### src/rtl/gsv_pkg.sv
// ----------------------------------------------------------------------------
// gsv_pkg
// types, constants and helpers shared by the gif structure validator files
// ----------------------------------------------------------------------------
package gsv_pkg;

  // buffer limit: the byte offset saturates here
  localparam int unsigned MAX_BUFFER_BYTES = 65536;
  localparam int unsigned OFFSET_W         = $clog2(MAX_BUFFER_BYTES + 1);

  localparam int unsigned FILE_SIZE_W = 17;
  localparam int unsigned SKIP_W      = 10;
  localparam int unsigned DIM_W       = 16;

  // configuration port
  localparam int unsigned CFG_ADDR_W  = 3;
  localparam int unsigned CFG_DATA_W  = 32;
  localparam int unsigned CFG_INDEX_W = CFG_ADDR_W - 2;
  localparam logic [CFG_INDEX_W-1:0] REG_MAX_DIMENSION = '0;
  localparam logic [DIM_W-1:0]       MAX_DIMENSION_RESET = 16'd16384;

  typedef logic [7:0]             byte_t;
  typedef logic [FILE_SIZE_W-1:0] size_t;
  typedef logic [OFFSET_W-1:0]    offset_t;
  typedef logic [SKIP_W-1:0]      skip_t;
  typedef logic [DIM_W-1:0]       dim_t;

  typedef enum logic [1:0] {
    VERDICT_REJECT      = 2'd0,
    VERDICT_HEADER_ONLY = 2'd1,
    VERDICT_IMAGE       = 2'd2,
    VERDICT_TRAILER     = 2'd3
  } verdict_t;

  // block introducers and flags
  localparam byte_t BYTE_TRAILER   = 8'h3B;
  localparam byte_t BYTE_IMAGE_SEP = 8'h2C;
  localparam byte_t BYTE_EXT_INTRO = 8'h21;
  localparam byte_t TABLE_FLAG     = 8'h80;
  localparam byte_t TABLE_SIZE_MSK = 8'h07;
  localparam skip_t IMG_DESC_BYTES = 10'd8;

  // signature bytes
  localparam byte_t SIG_G   = 8'h47;
  localparam byte_t SIG_I   = 8'h49;
  localparam byte_t SIG_F   = 8'h46;
  localparam byte_t SIG_8   = 8'h38;
  localparam byte_t SIG_7   = 8'h37;
  localparam byte_t SIG_9   = 8'h39;
  localparam byte_t SIG_A   = 8'h61;

  // result handed from the parser to the output queue
  typedef struct packed {
    logic     valid;
    verdict_t verdict;
    size_t    file_size;
  } result_t;

  // colour table length: 3 << (n + 1)
  function automatic skip_t table_bytes(input byte_t packed_byte);
    logic [3:0] sh;
    sh = {1'b0, packed_byte[2:0] & TABLE_SIZE_MSK[2:0]} + 4'd1;
    return skip_t'(10'd3 << sh);
  endfunction

endpackage

### src/rtl/gsv_in_if.sv
// ----------------------------------------------------------------------------
// gsv_in_if
// byte stream channel into the validator
// ----------------------------------------------------------------------------
interface gsv_in_if;
  import gsv_pkg::*;

  logic  valid;
  logic  ready;
  byte_t data_byte;
  logic  last_byte;

  modport source (output valid, output data_byte, output last_byte, input ready);
  modport sink   (input valid, input data_byte, input last_byte, output ready);
endinterface

### src/rtl/gsv_out_if.sv
// ----------------------------------------------------------------------------
// gsv_out_if
// verdict channel out of the validator
// ----------------------------------------------------------------------------
interface gsv_out_if;
  import gsv_pkg::*;

  logic     valid;
  logic     ready;
  verdict_t verdict;
  size_t    file_size;

  modport source (output valid, output verdict, output file_size, input ready);
  modport sink   (input valid, input verdict, input file_size, output ready);
endinterface

### src/rtl/gif_structure_validator.sv
// ----------------------------------------------------------------------------
// gif_structure_validator
// streaming gif87a / gif89a block structure check, when not stalled one byte per clock
// ----------------------------------------------------------------------------
// Bytes of a candidate buffer enter on in_chan, one per transfer, with
// last_byte set on the final one. The block checks the signature and the
// screen descriptor, skips colour tables, walks image descriptors,
// extensions and their sub-blocks, and sends exactly one verdict per buffer
// on out_chan: at the byte that decides it or at the last byte. A new byte
// is taken every clock while the input is not stalled; the whole per-byte
// state update is done in the parser stage, so the sustained rate is one
// byte per cycle when not stalled. A verdict is decided on the byte held in
// the input register and is registered in the output register, or in its
// skid entry, before its transfer on out_chan. Input stalls only while a
// byte waits in the input register and the output register and its skid
// entry are both full. max_dimension is written over the apb-style port at
// byte address 0 and should only be changed while the block is idle.
// ----------------------------------------------------------------------------
module gif_structure_validator (
  input  logic                          clk,
  input  logic                          rst_n,
  gsv_in_if.sink                        in_chan,
  gsv_out_if.source                     out_chan,
  input  logic                          psel,
  input  logic                          penable,
  input  logic                          pwrite,
  input  logic [gsv_pkg::CFG_ADDR_W-1:0] paddr,
  input  logic [gsv_pkg::CFG_DATA_W-1:0] pwdata,
  output logic [gsv_pkg::CFG_DATA_W-1:0] prdata,
  output logic                          pready
);
  import gsv_pkg::*;

  dim_t    max_dim_r;
  logic    cfg_write;
  logic    room;
  result_t result;
  logic [CFG_INDEX_W-1:0] reg_index;

  // register file: a single 16-bit limit, no wait states
  assign pready    = 1'b1;
  assign reg_index = paddr[CFG_ADDR_W-1:2];
  assign cfg_write = psel && penable && pwrite && pready;
  assign prdata    = (reg_index == REG_MAX_DIMENSION) ?
                     CFG_DATA_W'(max_dim_r) : '0;

  always_ff @(posedge clk) begin
    if (!rst_n) begin
      max_dim_r <= MAX_DIMENSION_RESET;
    end else if (cfg_write && (reg_index == REG_MAX_DIMENSION)) begin
      max_dim_r <= pwdata[DIM_W-1:0];
    end
  end

  // byte parser: input register plus per-byte state update
  gsv_parser u_parser (
    .clk           (clk),
    .rst_n         (rst_n),
    .in_chan       (in_chan),
    .max_dimension (max_dim_r),
    .room          (room),
    .result        (result)
  );

  // verdict output register with skid entry
  gsv_out_queue u_out_queue (
    .clk      (clk),
    .rst_n    (rst_n),
    .result   (result),
    .room     (room),
    .out_chan (out_chan)
  );

  // input held off only while results are backed up
  a_stall_needs_backlog : assert property (@(posedge clk) disable iff (!rst_n)
    !in_chan.ready |-> out_chan.valid)
    else $error("input stalled with no verdict waiting");

  // only a trailer verdict carries a size
  a_size_only_on_trailer : assert property (@(posedge clk) disable iff (!rst_n)
    out_chan.valid && (out_chan.verdict != VERDICT_TRAILER) |-> out_chan.file_size == '0)
    else $error("file size on a non-trailer verdict");

  // a trailer verdict has a nonzero size
  a_trailer_size : assert property (@(posedge clk) disable iff (!rst_n)
    out_chan.valid && (out_chan.verdict == VERDICT_TRAILER) |-> out_chan.file_size != '0)
    else $error("trailer verdict with zero size");

  // limit register takes the written value
  a_cfg_write : assert property (@(posedge clk) disable iff (!rst_n)
    cfg_write && (reg_index == REG_MAX_DIMENSION) |=> max_dim_r == $past(pwdata[DIM_W-1:0]))
    else $error("max dimension write lost");

endmodule

### src/rtl/gsv_parser.sv
// ----------------------------------------------------------------------------
// gsv_parser
// input register and gif block walk, one byte per cycle when not stalled
// ----------------------------------------------------------------------------
module gsv_parser (
  input  logic                 clk,
  input  logic                 rst_n,
  gsv_in_if.sink               in_chan,
  input  gsv_pkg::dim_t        max_dimension,
  input  logic                 room,
  output gsv_pkg::result_t     result
);
  import gsv_pkg::*;

  typedef enum logic [3:0] {
    PH_HEADER    = 4'd0,
    PH_GCT       = 4'd1,
    PH_BLOCK     = 4'd2,
    PH_IMG_DESC  = 4'd3,
    PH_IMG_PACK  = 4'd4,
    PH_LCT       = 4'd5,
    PH_LZW       = 4'd6,
    PH_SUB_SIZE  = 4'd7,
    PH_SUB_DATA  = 4'd8,
    PH_EXT_LABEL = 4'd9
  } phase_t;

  // header byte positions
  localparam logic [3:0] HDR_SIG0  = 4'd0;
  localparam logic [3:0] HDR_SIG1  = 4'd1;
  localparam logic [3:0] HDR_SIG2  = 4'd2;
  localparam logic [3:0] HDR_SIG3  = 4'd3;
  localparam logic [3:0] HDR_SIG4  = 4'd4;
  localparam logic [3:0] HDR_SIG5  = 4'd5;
  localparam logic [3:0] HDR_W_LO  = 4'd6;
  localparam logic [3:0] HDR_W_HI  = 4'd7;
  localparam logic [3:0] HDR_H_LO  = 4'd8;
  localparam logic [3:0] HDR_H_HI  = 4'd9;
  localparam logic [3:0] HDR_PACK  = 4'd10;
  localparam offset_t    HDR_LAST  = OFFSET_W'(12);
  localparam offset_t    OFF_LIMIT = OFFSET_W'(MAX_BUFFER_BYTES);

  // input register
  logic    s1_valid_r;
  byte_t   s1_byte_r;
  logic    s1_last_r;

  // parse state
  phase_t  phase_r, phase_nxt;
  offset_t offset_r, offset_nxt;
  skip_t   skip_r, skip_nxt;
  byte_t   dim_low_r, dim_low_nxt;
  logic    image_seen_r, image_seen_nxt;
  logic    given_r, given_nxt;

  logic     fire;
  logic     decided;
  verdict_t code;
  dim_t     dim;
  skip_t    skip_dec;
  offset_t  size_capped;

  assign fire          = s1_valid_r && room;
  assign in_chan.ready = !s1_valid_r || room;

  assign dim         = {s1_byte_r, dim_low_r};
  assign skip_dec    = (skip_r != '0) ? skip_r - skip_t'(1) : skip_r;
  assign size_capped = (offset_r >= OFF_LIMIT) ? OFF_LIMIT : offset_r + offset_t'(1);

  always_comb begin
    phase_nxt      = phase_r;
    skip_nxt       = skip_r;
    dim_low_nxt    = dim_low_r;
    image_seen_nxt = image_seen_r;
    given_nxt      = given_r;
    decided        = 1'b0;
    code           = VERDICT_REJECT;

    if (!given_r) begin
      unique case (phase_r)
        PH_HEADER: begin
          if (offset_r < HDR_LAST) begin
            unique case (offset_r[3:0])
              HDR_SIG0: decided = (s1_byte_r != SIG_G);
              HDR_SIG1: decided = (s1_byte_r != SIG_I);
              HDR_SIG2: decided = (s1_byte_r != SIG_F);
              HDR_SIG3: decided = (s1_byte_r != SIG_8);
              HDR_SIG4: decided = (s1_byte_r != SIG_7) && (s1_byte_r != SIG_9);
              HDR_SIG5: decided = (s1_byte_r != SIG_A);
              HDR_W_LO, HDR_H_LO: dim_low_nxt = s1_byte_r;
              HDR_W_HI, HDR_H_HI: decided = (dim == '0) || (dim > max_dimension);
              HDR_PACK: begin
                skip_nxt = ((s1_byte_r & TABLE_FLAG) != '0) ? table_bytes(s1_byte_r) : '0;
              end
              default: ;
            endcase
          end else begin
            phase_nxt = (skip_r != '0) ? PH_GCT : PH_BLOCK;
          end
        end
        PH_GCT, PH_IMG_DESC, PH_LCT, PH_SUB_DATA: begin
          skip_nxt = skip_dec;
          if (skip_dec == '0) begin
            unique case (phase_r)
              PH_GCT:      phase_nxt = PH_BLOCK;
              PH_IMG_DESC: phase_nxt = PH_IMG_PACK;
              PH_LCT:      phase_nxt = PH_LZW;
              default:     phase_nxt = PH_SUB_SIZE;
            endcase
          end
        end
        PH_IMG_PACK: begin
          if ((s1_byte_r & TABLE_FLAG) != '0) begin
            skip_nxt  = table_bytes(s1_byte_r);
            phase_nxt = PH_LCT;
          end else begin
            phase_nxt = PH_LZW;
          end
        end
        PH_LZW, PH_EXT_LABEL: phase_nxt = PH_SUB_SIZE;
        PH_SUB_SIZE: begin
          if (s1_byte_r == '0) begin
            phase_nxt = PH_BLOCK;
          end else begin
            skip_nxt  = skip_t'(s1_byte_r);
            phase_nxt = PH_SUB_DATA;
          end
        end
        default: begin
          // block walk, also taken by the unused phase codes
          priority if (s1_byte_r == BYTE_TRAILER) begin
            decided = 1'b1;
            code    = VERDICT_TRAILER;
          end else if (s1_byte_r == BYTE_IMAGE_SEP) begin
            image_seen_nxt = 1'b1;
            skip_nxt       = IMG_DESC_BYTES;
            phase_nxt      = PH_IMG_DESC;
          end else if (s1_byte_r == BYTE_EXT_INTRO) begin
            phase_nxt = PH_EXT_LABEL;
          end else begin
            phase_nxt = phase_r;
          end
        end
      endcase

      // end of buffer without an earlier answer
      if (!decided && s1_last_r) begin
        decided = 1'b1;
        if (phase_nxt == PH_HEADER) begin
          code = VERDICT_REJECT;
        end else begin
          code = image_seen_nxt ? VERDICT_IMAGE : VERDICT_HEADER_ONLY;
        end
      end
      if (decided) begin
        given_nxt = 1'b1;
      end
    end

    offset_nxt = (offset_r < OFF_LIMIT) ? offset_r + offset_t'(1) : offset_r;

    if (s1_last_r) begin
      phase_nxt      = PH_HEADER;
      offset_nxt     = '0;
      skip_nxt       = '0;
      dim_low_nxt    = '0;
      image_seen_nxt = 1'b0;
      given_nxt      = 1'b0;
    end
  end

  always_comb begin
    result.valid     = fire && !given_r && decided;
    result.verdict   = code;
    result.file_size = (code == VERDICT_TRAILER) ? FILE_SIZE_W'(size_capped) : '0;
  end

  always_ff @(posedge clk) begin
    if (!rst_n) begin
      s1_valid_r   <= 1'b0;
      phase_r      <= PH_HEADER;
      offset_r     <= '0;
      skip_r       <= '0;
      dim_low_r    <= '0;
      image_seen_r <= 1'b0;
      given_r      <= 1'b0;
    end else begin
      if (in_chan.valid && in_chan.ready) begin
        s1_valid_r <= 1'b1;
      end else if (fire) begin
        s1_valid_r <= 1'b0;
      end
      if (fire) begin
        phase_r      <= phase_nxt;
        offset_r     <= offset_nxt;
        skip_r       <= skip_nxt;
        dim_low_r    <= dim_low_nxt;
        image_seen_r <= image_seen_nxt;
        given_r      <= given_nxt;
      end
    end
  end

  always_ff @(posedge clk) begin
    if (in_chan.valid && in_chan.ready) begin
      s1_byte_r <= in_chan.data_byte;
      s1_last_r <= in_chan.last_byte;
    end
  end

endmodule

### src/rtl/gsv_out_queue.sv
// ----------------------------------------------------------------------------
// gsv_out_queue
// output register with a skid entry behind it
// ----------------------------------------------------------------------------
module gsv_out_queue (
  input  logic             clk,
  input  logic             rst_n,
  input  gsv_pkg::result_t result,
  output logic             room,
  gsv_out_if.source        out_chan
);
  import gsv_pkg::*;

  logic     out_valid_r;
  verdict_t out_verdict_r;
  size_t    out_size_r;
  logic     skid_valid_r;
  verdict_t skid_verdict_r;
  size_t    skid_size_r;
  logic     pop;

  assign room               = !skid_valid_r;
  assign pop                = out_valid_r && out_chan.ready;
  assign out_chan.valid     = out_valid_r;
  assign out_chan.verdict   = out_verdict_r;
  assign out_chan.file_size = out_size_r;

  always_ff @(posedge clk) begin
    if (!rst_n) begin
      out_valid_r  <= 1'b0;
      skid_valid_r <= 1'b0;
    end else begin
      if (!out_valid_r || pop) begin
        if (skid_valid_r) begin
          skid_valid_r <= 1'b0;
        end else begin
          out_valid_r <= result.valid;
        end
      end else if (result.valid) begin
        skid_valid_r <= 1'b1;
      end
    end
  end

  always_ff @(posedge clk) begin
    if (!out_valid_r || pop) begin
      if (skid_valid_r) begin
        out_verdict_r <= skid_verdict_r;
        out_size_r    <= skid_size_r;
      end else if (result.valid) begin
        out_verdict_r <= result.verdict;
        out_size_r    <= result.file_size;
      end
    end else if (result.valid) begin
      skid_verdict_r <= result.verdict;
      skid_size_r    <= result.file_size;
    end
  end

endmodule
### src/flat_wrapper.sv
// flat-port wrapper written by rule: the top's interface ports become plain ports
module gif_structure_validator_flat import gsv_pkg::*;
  (clk, rst_n, psel, penable, pwrite, paddr, pwdata, prdata, pready, in_chan_valid, in_chan_data_byte, in_chan_last_byte, in_chan_ready, out_chan_valid, out_chan_verdict, out_chan_file_size, out_chan_ready);
  gsv_in_if in_chan_i ();
  gsv_out_if out_chan_i ();
  input  logic clk;
  input  logic rst_n;
  input  logic psel;
  input  logic penable;
  input  logic pwrite;
  input  logic [gsv_pkg::CFG_ADDR_W-1:0] paddr;
  input  logic [gsv_pkg::CFG_DATA_W-1:0] pwdata;
  output logic [gsv_pkg::CFG_DATA_W-1:0] prdata;
  output logic pready;
  input wire logic [$bits(in_chan_i.valid)-1:0] in_chan_valid;
  input wire logic [$bits(in_chan_i.data_byte)-1:0] in_chan_data_byte;
  input wire logic [$bits(in_chan_i.last_byte)-1:0] in_chan_last_byte;
  output wire logic [$bits(in_chan_i.ready)-1:0] in_chan_ready;
  output wire logic [$bits(out_chan_i.valid)-1:0] out_chan_valid;
  output wire logic [$bits(out_chan_i.verdict)-1:0] out_chan_verdict;
  output wire logic [$bits(out_chan_i.file_size)-1:0] out_chan_file_size;
  input wire logic [$bits(out_chan_i.ready)-1:0] out_chan_ready;
  assign in_chan_i.valid = in_chan_valid;
  assign in_chan_i.data_byte = in_chan_data_byte;
  assign in_chan_i.last_byte = in_chan_last_byte;
  assign in_chan_ready = in_chan_i.ready;
  assign out_chan_valid = out_chan_i.valid;
  assign out_chan_verdict = out_chan_i.verdict;
  assign out_chan_file_size = out_chan_i.file_size;
  assign out_chan_i.ready = out_chan_ready;
  gif_structure_validator u_core (.clk(clk), .rst_n(rst_n), .in_chan(in_chan_i), .out_chan(out_chan_i), .psel(psel), .penable(penable), .pwrite(pwrite), .paddr(paddr), .pwdata(pwdata), .prdata(prdata), .pready(pready));
endmodule
### config.mk
export PLATFORM = sky130hd
export DESIGN_NAME = gif_structure_validator_flat
export DESIGN_NICKNAME = d
export VERILOG_FILES = /design/src/rtl/gsv_pkg.sv /design/src/rtl/gsv_in_if.sv /design/src/rtl/gsv_out_if.sv /design/src/rtl/gif_structure_validator.sv /design/src/rtl/gsv_parser.sv /design/src/rtl/gsv_out_queue.sv /design/src/flat_wrapper.sv
export SDC_FILE = /design/constraint.sdc
export NUM_CORES = 1
export LEC_CHECK = 0
export BUFFER_PORTS_ARGS = -buffer_cell sky130_fd_sc_hd__clkbuf_2
export CAP_MARGIN = 25
export CORE_MARGIN = 2
export CORE_UTILIZATION = 40
export DETAILED_ROUTE_END_ITERATION = 7
export PLACE_DENSITY = 0.58
export SYNTH_ARGS = -nofsm -noshare
export SYNTH_HDL_FRONTEND = slang
export SYNTH_SLANG_ARGS = --single-unit
### constraint.sdc
create_clock -name clk -period 4.8 [get_ports clk]
set_input_delay 0 -clock clk [delete_from_list [all_inputs] [get_ports clk]]
set_output_delay 0 -clock clk [all_outputs]
set_load 0.005 [all_outputs]
Word level (Yosys, flattened, before mapping)
Cells that the tools add are included.
Storage, ports and cells
  output and inout port bits: 54
  word-level logic and storage cells: 173
  flip-flop bits (word level): 107
  input port bits: 51
Operators by class
  reduce and logical (&&, ||, !) cells: 46
  magnitude comparators: 4
  mux-type cells: 63
  shifts and indexed selects: 1
  bitwise operators: 4
  add/sub/neg operators: 3
  eq/ne operators: 36
Operators with widths (number)
  17-bit two-way mux: 6
  10-bit two-way mux: 10
  10-bit one-hot mux with 5 select lines: 1
  8-bit two-way mux: 5
  4-bit two-way mux: 9
  4-bit by 3-bit == test with 1-bit output, second input constant: 8
  8-bit by 7-bit != test with 1-bit output, second input constant: 4
  8-bit by 6-bit == test with 1-bit output, second input constant: 3
  8-bit by 6-bit != test with 1-bit output, second input constant: 3
  4-bit == test, second input constant: 5
  2-bit two-way mux: 10
  4-bit one-hot mux with 5 select lines: 1
  17-bit by 1-bit adder with 17-bit output, second input constant: 1
  17-bit >= comparator, second input constant: 1
  17-bit < comparator, second input constant: 1
  17-bit by 4-bit < comparator with 1-bit output, second input constant: 1
  1-bit two-way mux: 17
  16-bit > comparator: 1
  16-bit zero test: 1
  16-bit two-way mux: 1
  4-bit by 2-bit == test with 1-bit output, second input constant: 3
  4-bit zero test: 3
  2-bit nonzero test: 6
  1-bit logical AND: 10
  other kinds (26): 46

Logic depth before layout (Yosys ltp)
  word-level depth: 14
  mapped depth: 12
  mapped depth without buffers: 10

Hierarchy
Synthesis repeated with hierarchy kept, for this count alone.
Second synthesis, totals
  cells, all modules: 738
  area, all modules: 6668.9 um2
Modules (own cells, without submodules)
  gsv_parser: sequential area each 1111.1 um2, times used 1, cells an instance 561, area an instance 4284.1 um2
  gsv_out_queue: sequential area each 1181.1 um2, times used 1, cells an instance 71, area an instance 1472.7 um2
  gif_structure_validator: sequential area each 320.3 um2, times used 1, cells an instance 106, area an instance 912.1 um2

Least setup slack after synthesis
Ideal clock, no wire load.
  kind: flip-flop to flip-flop
  start: reg u_core.u_parser.skip_r[0] (netlist name)
  end: reg u_core.u_out_queue.out_size_r[0] (netlist: u_core.u_out_queue.out_chan.file_size[0]), enable pin
  slack: 0.686 ns
  buffers on the path: 1
  period minus slack after synthesis: 4.114 ns
  data required time: 4.381 ns
  stages on the path, launching flop included: 12
  data arrival time: 3.695 ns
  setup time: 0.419 ns
  cells stage by stage: dfxtp_1 inv_1 ha_1 buf_2 nor3b_4 and2_1 o211ai_1 nand4_4 o21ba_1 nor4_1 a31oi_1 nor3_1
RTL lines
  end signal: assignment: RTL line gsv_out_queue.sv:49  | out_size_r <= skid_size_r;
  end signal: assignment: RTL line gsv_out_queue.sv:52  | out_size_r <= result.file_size;
  end: declaration: RTL line gsv_out_queue.sv:16  | size_t out_size_r;

==> impl_metrics.csv <==
group,metric,value,unit
pwr,leakage,2.93,nW
clocking,hold_buffers,27,
synth,synth_edf_count,47,
drt,drc,0,
synth,syn_area,0.00677,mm^2
clocking,cts_htree_levels,3,
drt,via_count,5666,
global_routing,grt_pass1_vias,5244,
clocking,cts_setup_buffers,0,
drt,wl_per_cell,14.8,um
timing,finClkSkew,7.93,ps
synth,synthCells,800,
min_path,min_path_type,"primary input to flop",
die,ioPinCount,105,
place,dp_hpwl,11.5,mm
timing,slew_violations,0,
synth,yosysTopAreaCellShare,20.9,%
synth,yosys-top-cells-area,"edfxtp_1 (21%), dfxtp_1 (18%), nand2_1 (6.4%), ha_1 (4.8%), nor2_1 (4.5%)",
critical_path,end_kind,"flop",
critical_path,crit_path_cell_trace,"inv_1, ha_1, nor3b_4, and2_1, o211ai_1, nand4_4, o21ba_1, nor4_1, nand3_1, a21oi_2, buf_4",
place,placed_cells,1040,
synth,yosysUniqueCellTypes,77,
timing,worst_pin_slew,971,ps
place,gp_congestion,0.856,
pwr,p_per_area,247,mW/mm^2
timing,period_share,73.9,%
layout,finalNetCount,936,
timing,fmax,282,MHz
timing,finalCriticalPeriod,3550,ps
die,die_x,134,um
synth,yosys_warnings,0,
clocking,cts_resized,0,
drt,dr.pass1.iters,5,
layout,syn_to_final_growth,14.1,%
drt,routed_via_density,5.23,
synth,yosys.area.top_type,"edfxtp_1",
drt,ant_nets,0,
global_routing,grt_max_degree,52,
timing,slew_headroom,35.2,%
layout,nFillCells,1639,
timing,holdWs,332,ps
global_routing,grt_antenna_before_repair,0,
synth,ys_ff_latch,107,
pwr,p_total,1.91,mW
place,port_buffers,69,
critical_path,crit_required,4850,ps
clocking,clk_pin_slew,80,ps
clocking,cts_buffers,9,
drt,drtIter0Drc,407,
critical_path,cp_slowest_stage_delay,530,ps
critical_path,crit_fanout,17,
drt,wl,16.0,mm
synth,async_flop_share,0,%
clocking,cts_tree,"built",
die,fp-row-count,47,
layout,drive_above_1_share,12.8,%
layout,antenna_cells,0,
die,die_height,134,um
clocking,cts_sinks,107,
critical_path,crit_path_top_delay_cell,"dfxtp_1",
clocking,clkLatencyLatePin,360,ps
synth,synth.avg_cell_area,8.46,um^2
synth,synth_flop_cell,"dfxtp_1",
global_routing,track_usage,18.2,%
timing,hold_viol,0,
die,coreArea,0.0166,mm^2
critical_path,cp.arrival,3600,ps
global_routing,grt-ovfl-total,0,
clocking,cts_buffer_depth,2,
layout,fin_util,46.6,%
run_status,status,"finished, final reports clean",
synth,yosysMostFrequentCell,"nand2_1",
clocking,root_buffer,"clkbuf_16",
synth,netlist_top_cells_count,"nand2_1 (116), nor2_1 (82), dfxtp_1 (60)",
die,die_area,0.0180,mm^2
die,start_util,40.8,%
timing,rsz0062_at_grt,"false",
layout,fin_cells,1084,
critical_path,startpoint_type,"flop",
flow_run,max-cap-violations,0,
timing,setup_tns,0,ps
critical_path,crit_type,"flop to flop",
timing,setup_violations,0,
synth,synth-seq-area-share,38.6,%
pwr,ir_worst_vdd,162,uV
global_routing,grt_first_pass_wirelength,26.6,mm
==> layer usage <==
metal,up-vias,global-route usage (%),part of all wire (%)
met4,0,4.04,0.76
met2,129,27.6,44
met5,-,0,0
li1,2930,-,-
met3,7,3.02,4.0
met1,2600,27.3,52
==> cells in the final DEF, fill, tap and decap left out, types with 9 or more instances in the layout <==
master,instances
nand3_1,17
ha_1,26
inv_1,35
clkbuf_2,69
mux2i_1,9
clkbuf_16,9
nor2b_1,21
a21boi_0,34
dfxtp_1,60
o21ai_0,25
nor2_1,82
nor4_1,13
o31ai_1,21
nor3_1,25
nand2_1,116
xnor2_1,12
conb_1,17
dlygate4sd3_1,27
edfxtp_1,47
and3_1,9
nand2b_1,9
a21oi_1,32
and2_1,10
==> flip-flops by register name (all words and copies together) (netlist names) <==
name,flops
u_core.u_parser.s1_valid_r,1
u_core.u_out_queue.out_chan.verdict,2
u_core.u_parser.offset_r,17
u_core.u_parser.given_r,1
u_core.u_parser.dim_low_r,8
u_core.u_out_queue.skid_size_r,17
u_core.u_out_queue.out_chan.file_size,17
u_core.u_parser.phase_r,4
u_core.max_dim_r,16
u_core.u_parser.skip_r,10
u_core.u_parser.s1_last_r,1
u_core.u_out_queue.skid_verdict_r,2
u_core.u_out_queue.skid_valid_r,1
u_core.u_out_queue.out_chan.valid,1
u_core.u_parser.s1_byte_r,8
u_core.u_parser.image_seen_r,1
==> cell families after synthesis <==
| kind of cell | share of synthesized area (%) |
|---|---|
| other cells | 0.111 |
| fa+ha+maj | 4.81 |
| buf+inv | 7.06 |
| flops | 38.6 |
| simple gates | 26.3 |
| mux | 1.87 |
| compound gates | 18.7 |
| xor+xnor | 2.59 |
==> cell type report <==
class / instances / area, um^2 / area share (%)
clock buffers: 10 / 229 / 2.96
clock inverters: 6 / 65.1 / 0.842
inverters: 35 / 131 / 1.70
multi-input cells: 604 / 3740 / 48.5
flip-flops and latches: 107 / 2610 / 33.8
well taps: 220 / 275 / 3.56
repair buffers: 102 / 668 / 8.65
==> stage by stage <==
| step | setup WS, ps | area, um^2 |
|---|---|---|
| floorplan | 686 | 6820 |
| global placement | 1270 | 7140 |
| detailed placement | 1280 | 7140 |
| CTS | 1280 | 7710 |
| global route | 1030 | 7720 |
| finish | 1250 | 7720 |
==> power by group <==
part / total, mW / internal (mW) / switching (mW) / leakage [nW]
logic: 0.176 / 0.0775 / 0.0980 / 1.83
clock network: 0.746 / 0.369 / 0.377 / 0.137
registers: 0.986 / 0.964 / 0.0217 / 0.962
==> worst max-delay path, delay by kind of cell (launching register included) <==
family	cells	cell delay [ps]
AND/OR/NAND/NOR	5	1200
adder cells (fa/ha/maj)	1	320
AO/OA/AOI/OAI	3	830
buffers and inverters	2	370
flip-flops	1	530
==> worst paths after layout <==
check | startpoint | end | slack [ps] | depth (start not counted)
setup / recovery | u_core.u_parser.skip_r[0] | u_core.u_out_queue.skid_size_r[14] | 1250 | 11
hold / removal | penable | u_core.max_dim_r[3] | 330 | 4
setup reg to reg | u_core.u_parser.skip_r[0] | u_core.u_out_queue.skid_size_r[14] | 1250 | 11
hold reg to reg | u_core.max_dim_r[11] | u_core.max_dim_r[11] | 470 | 2
No activity file was read; power rests on OpenSTA's default activity.
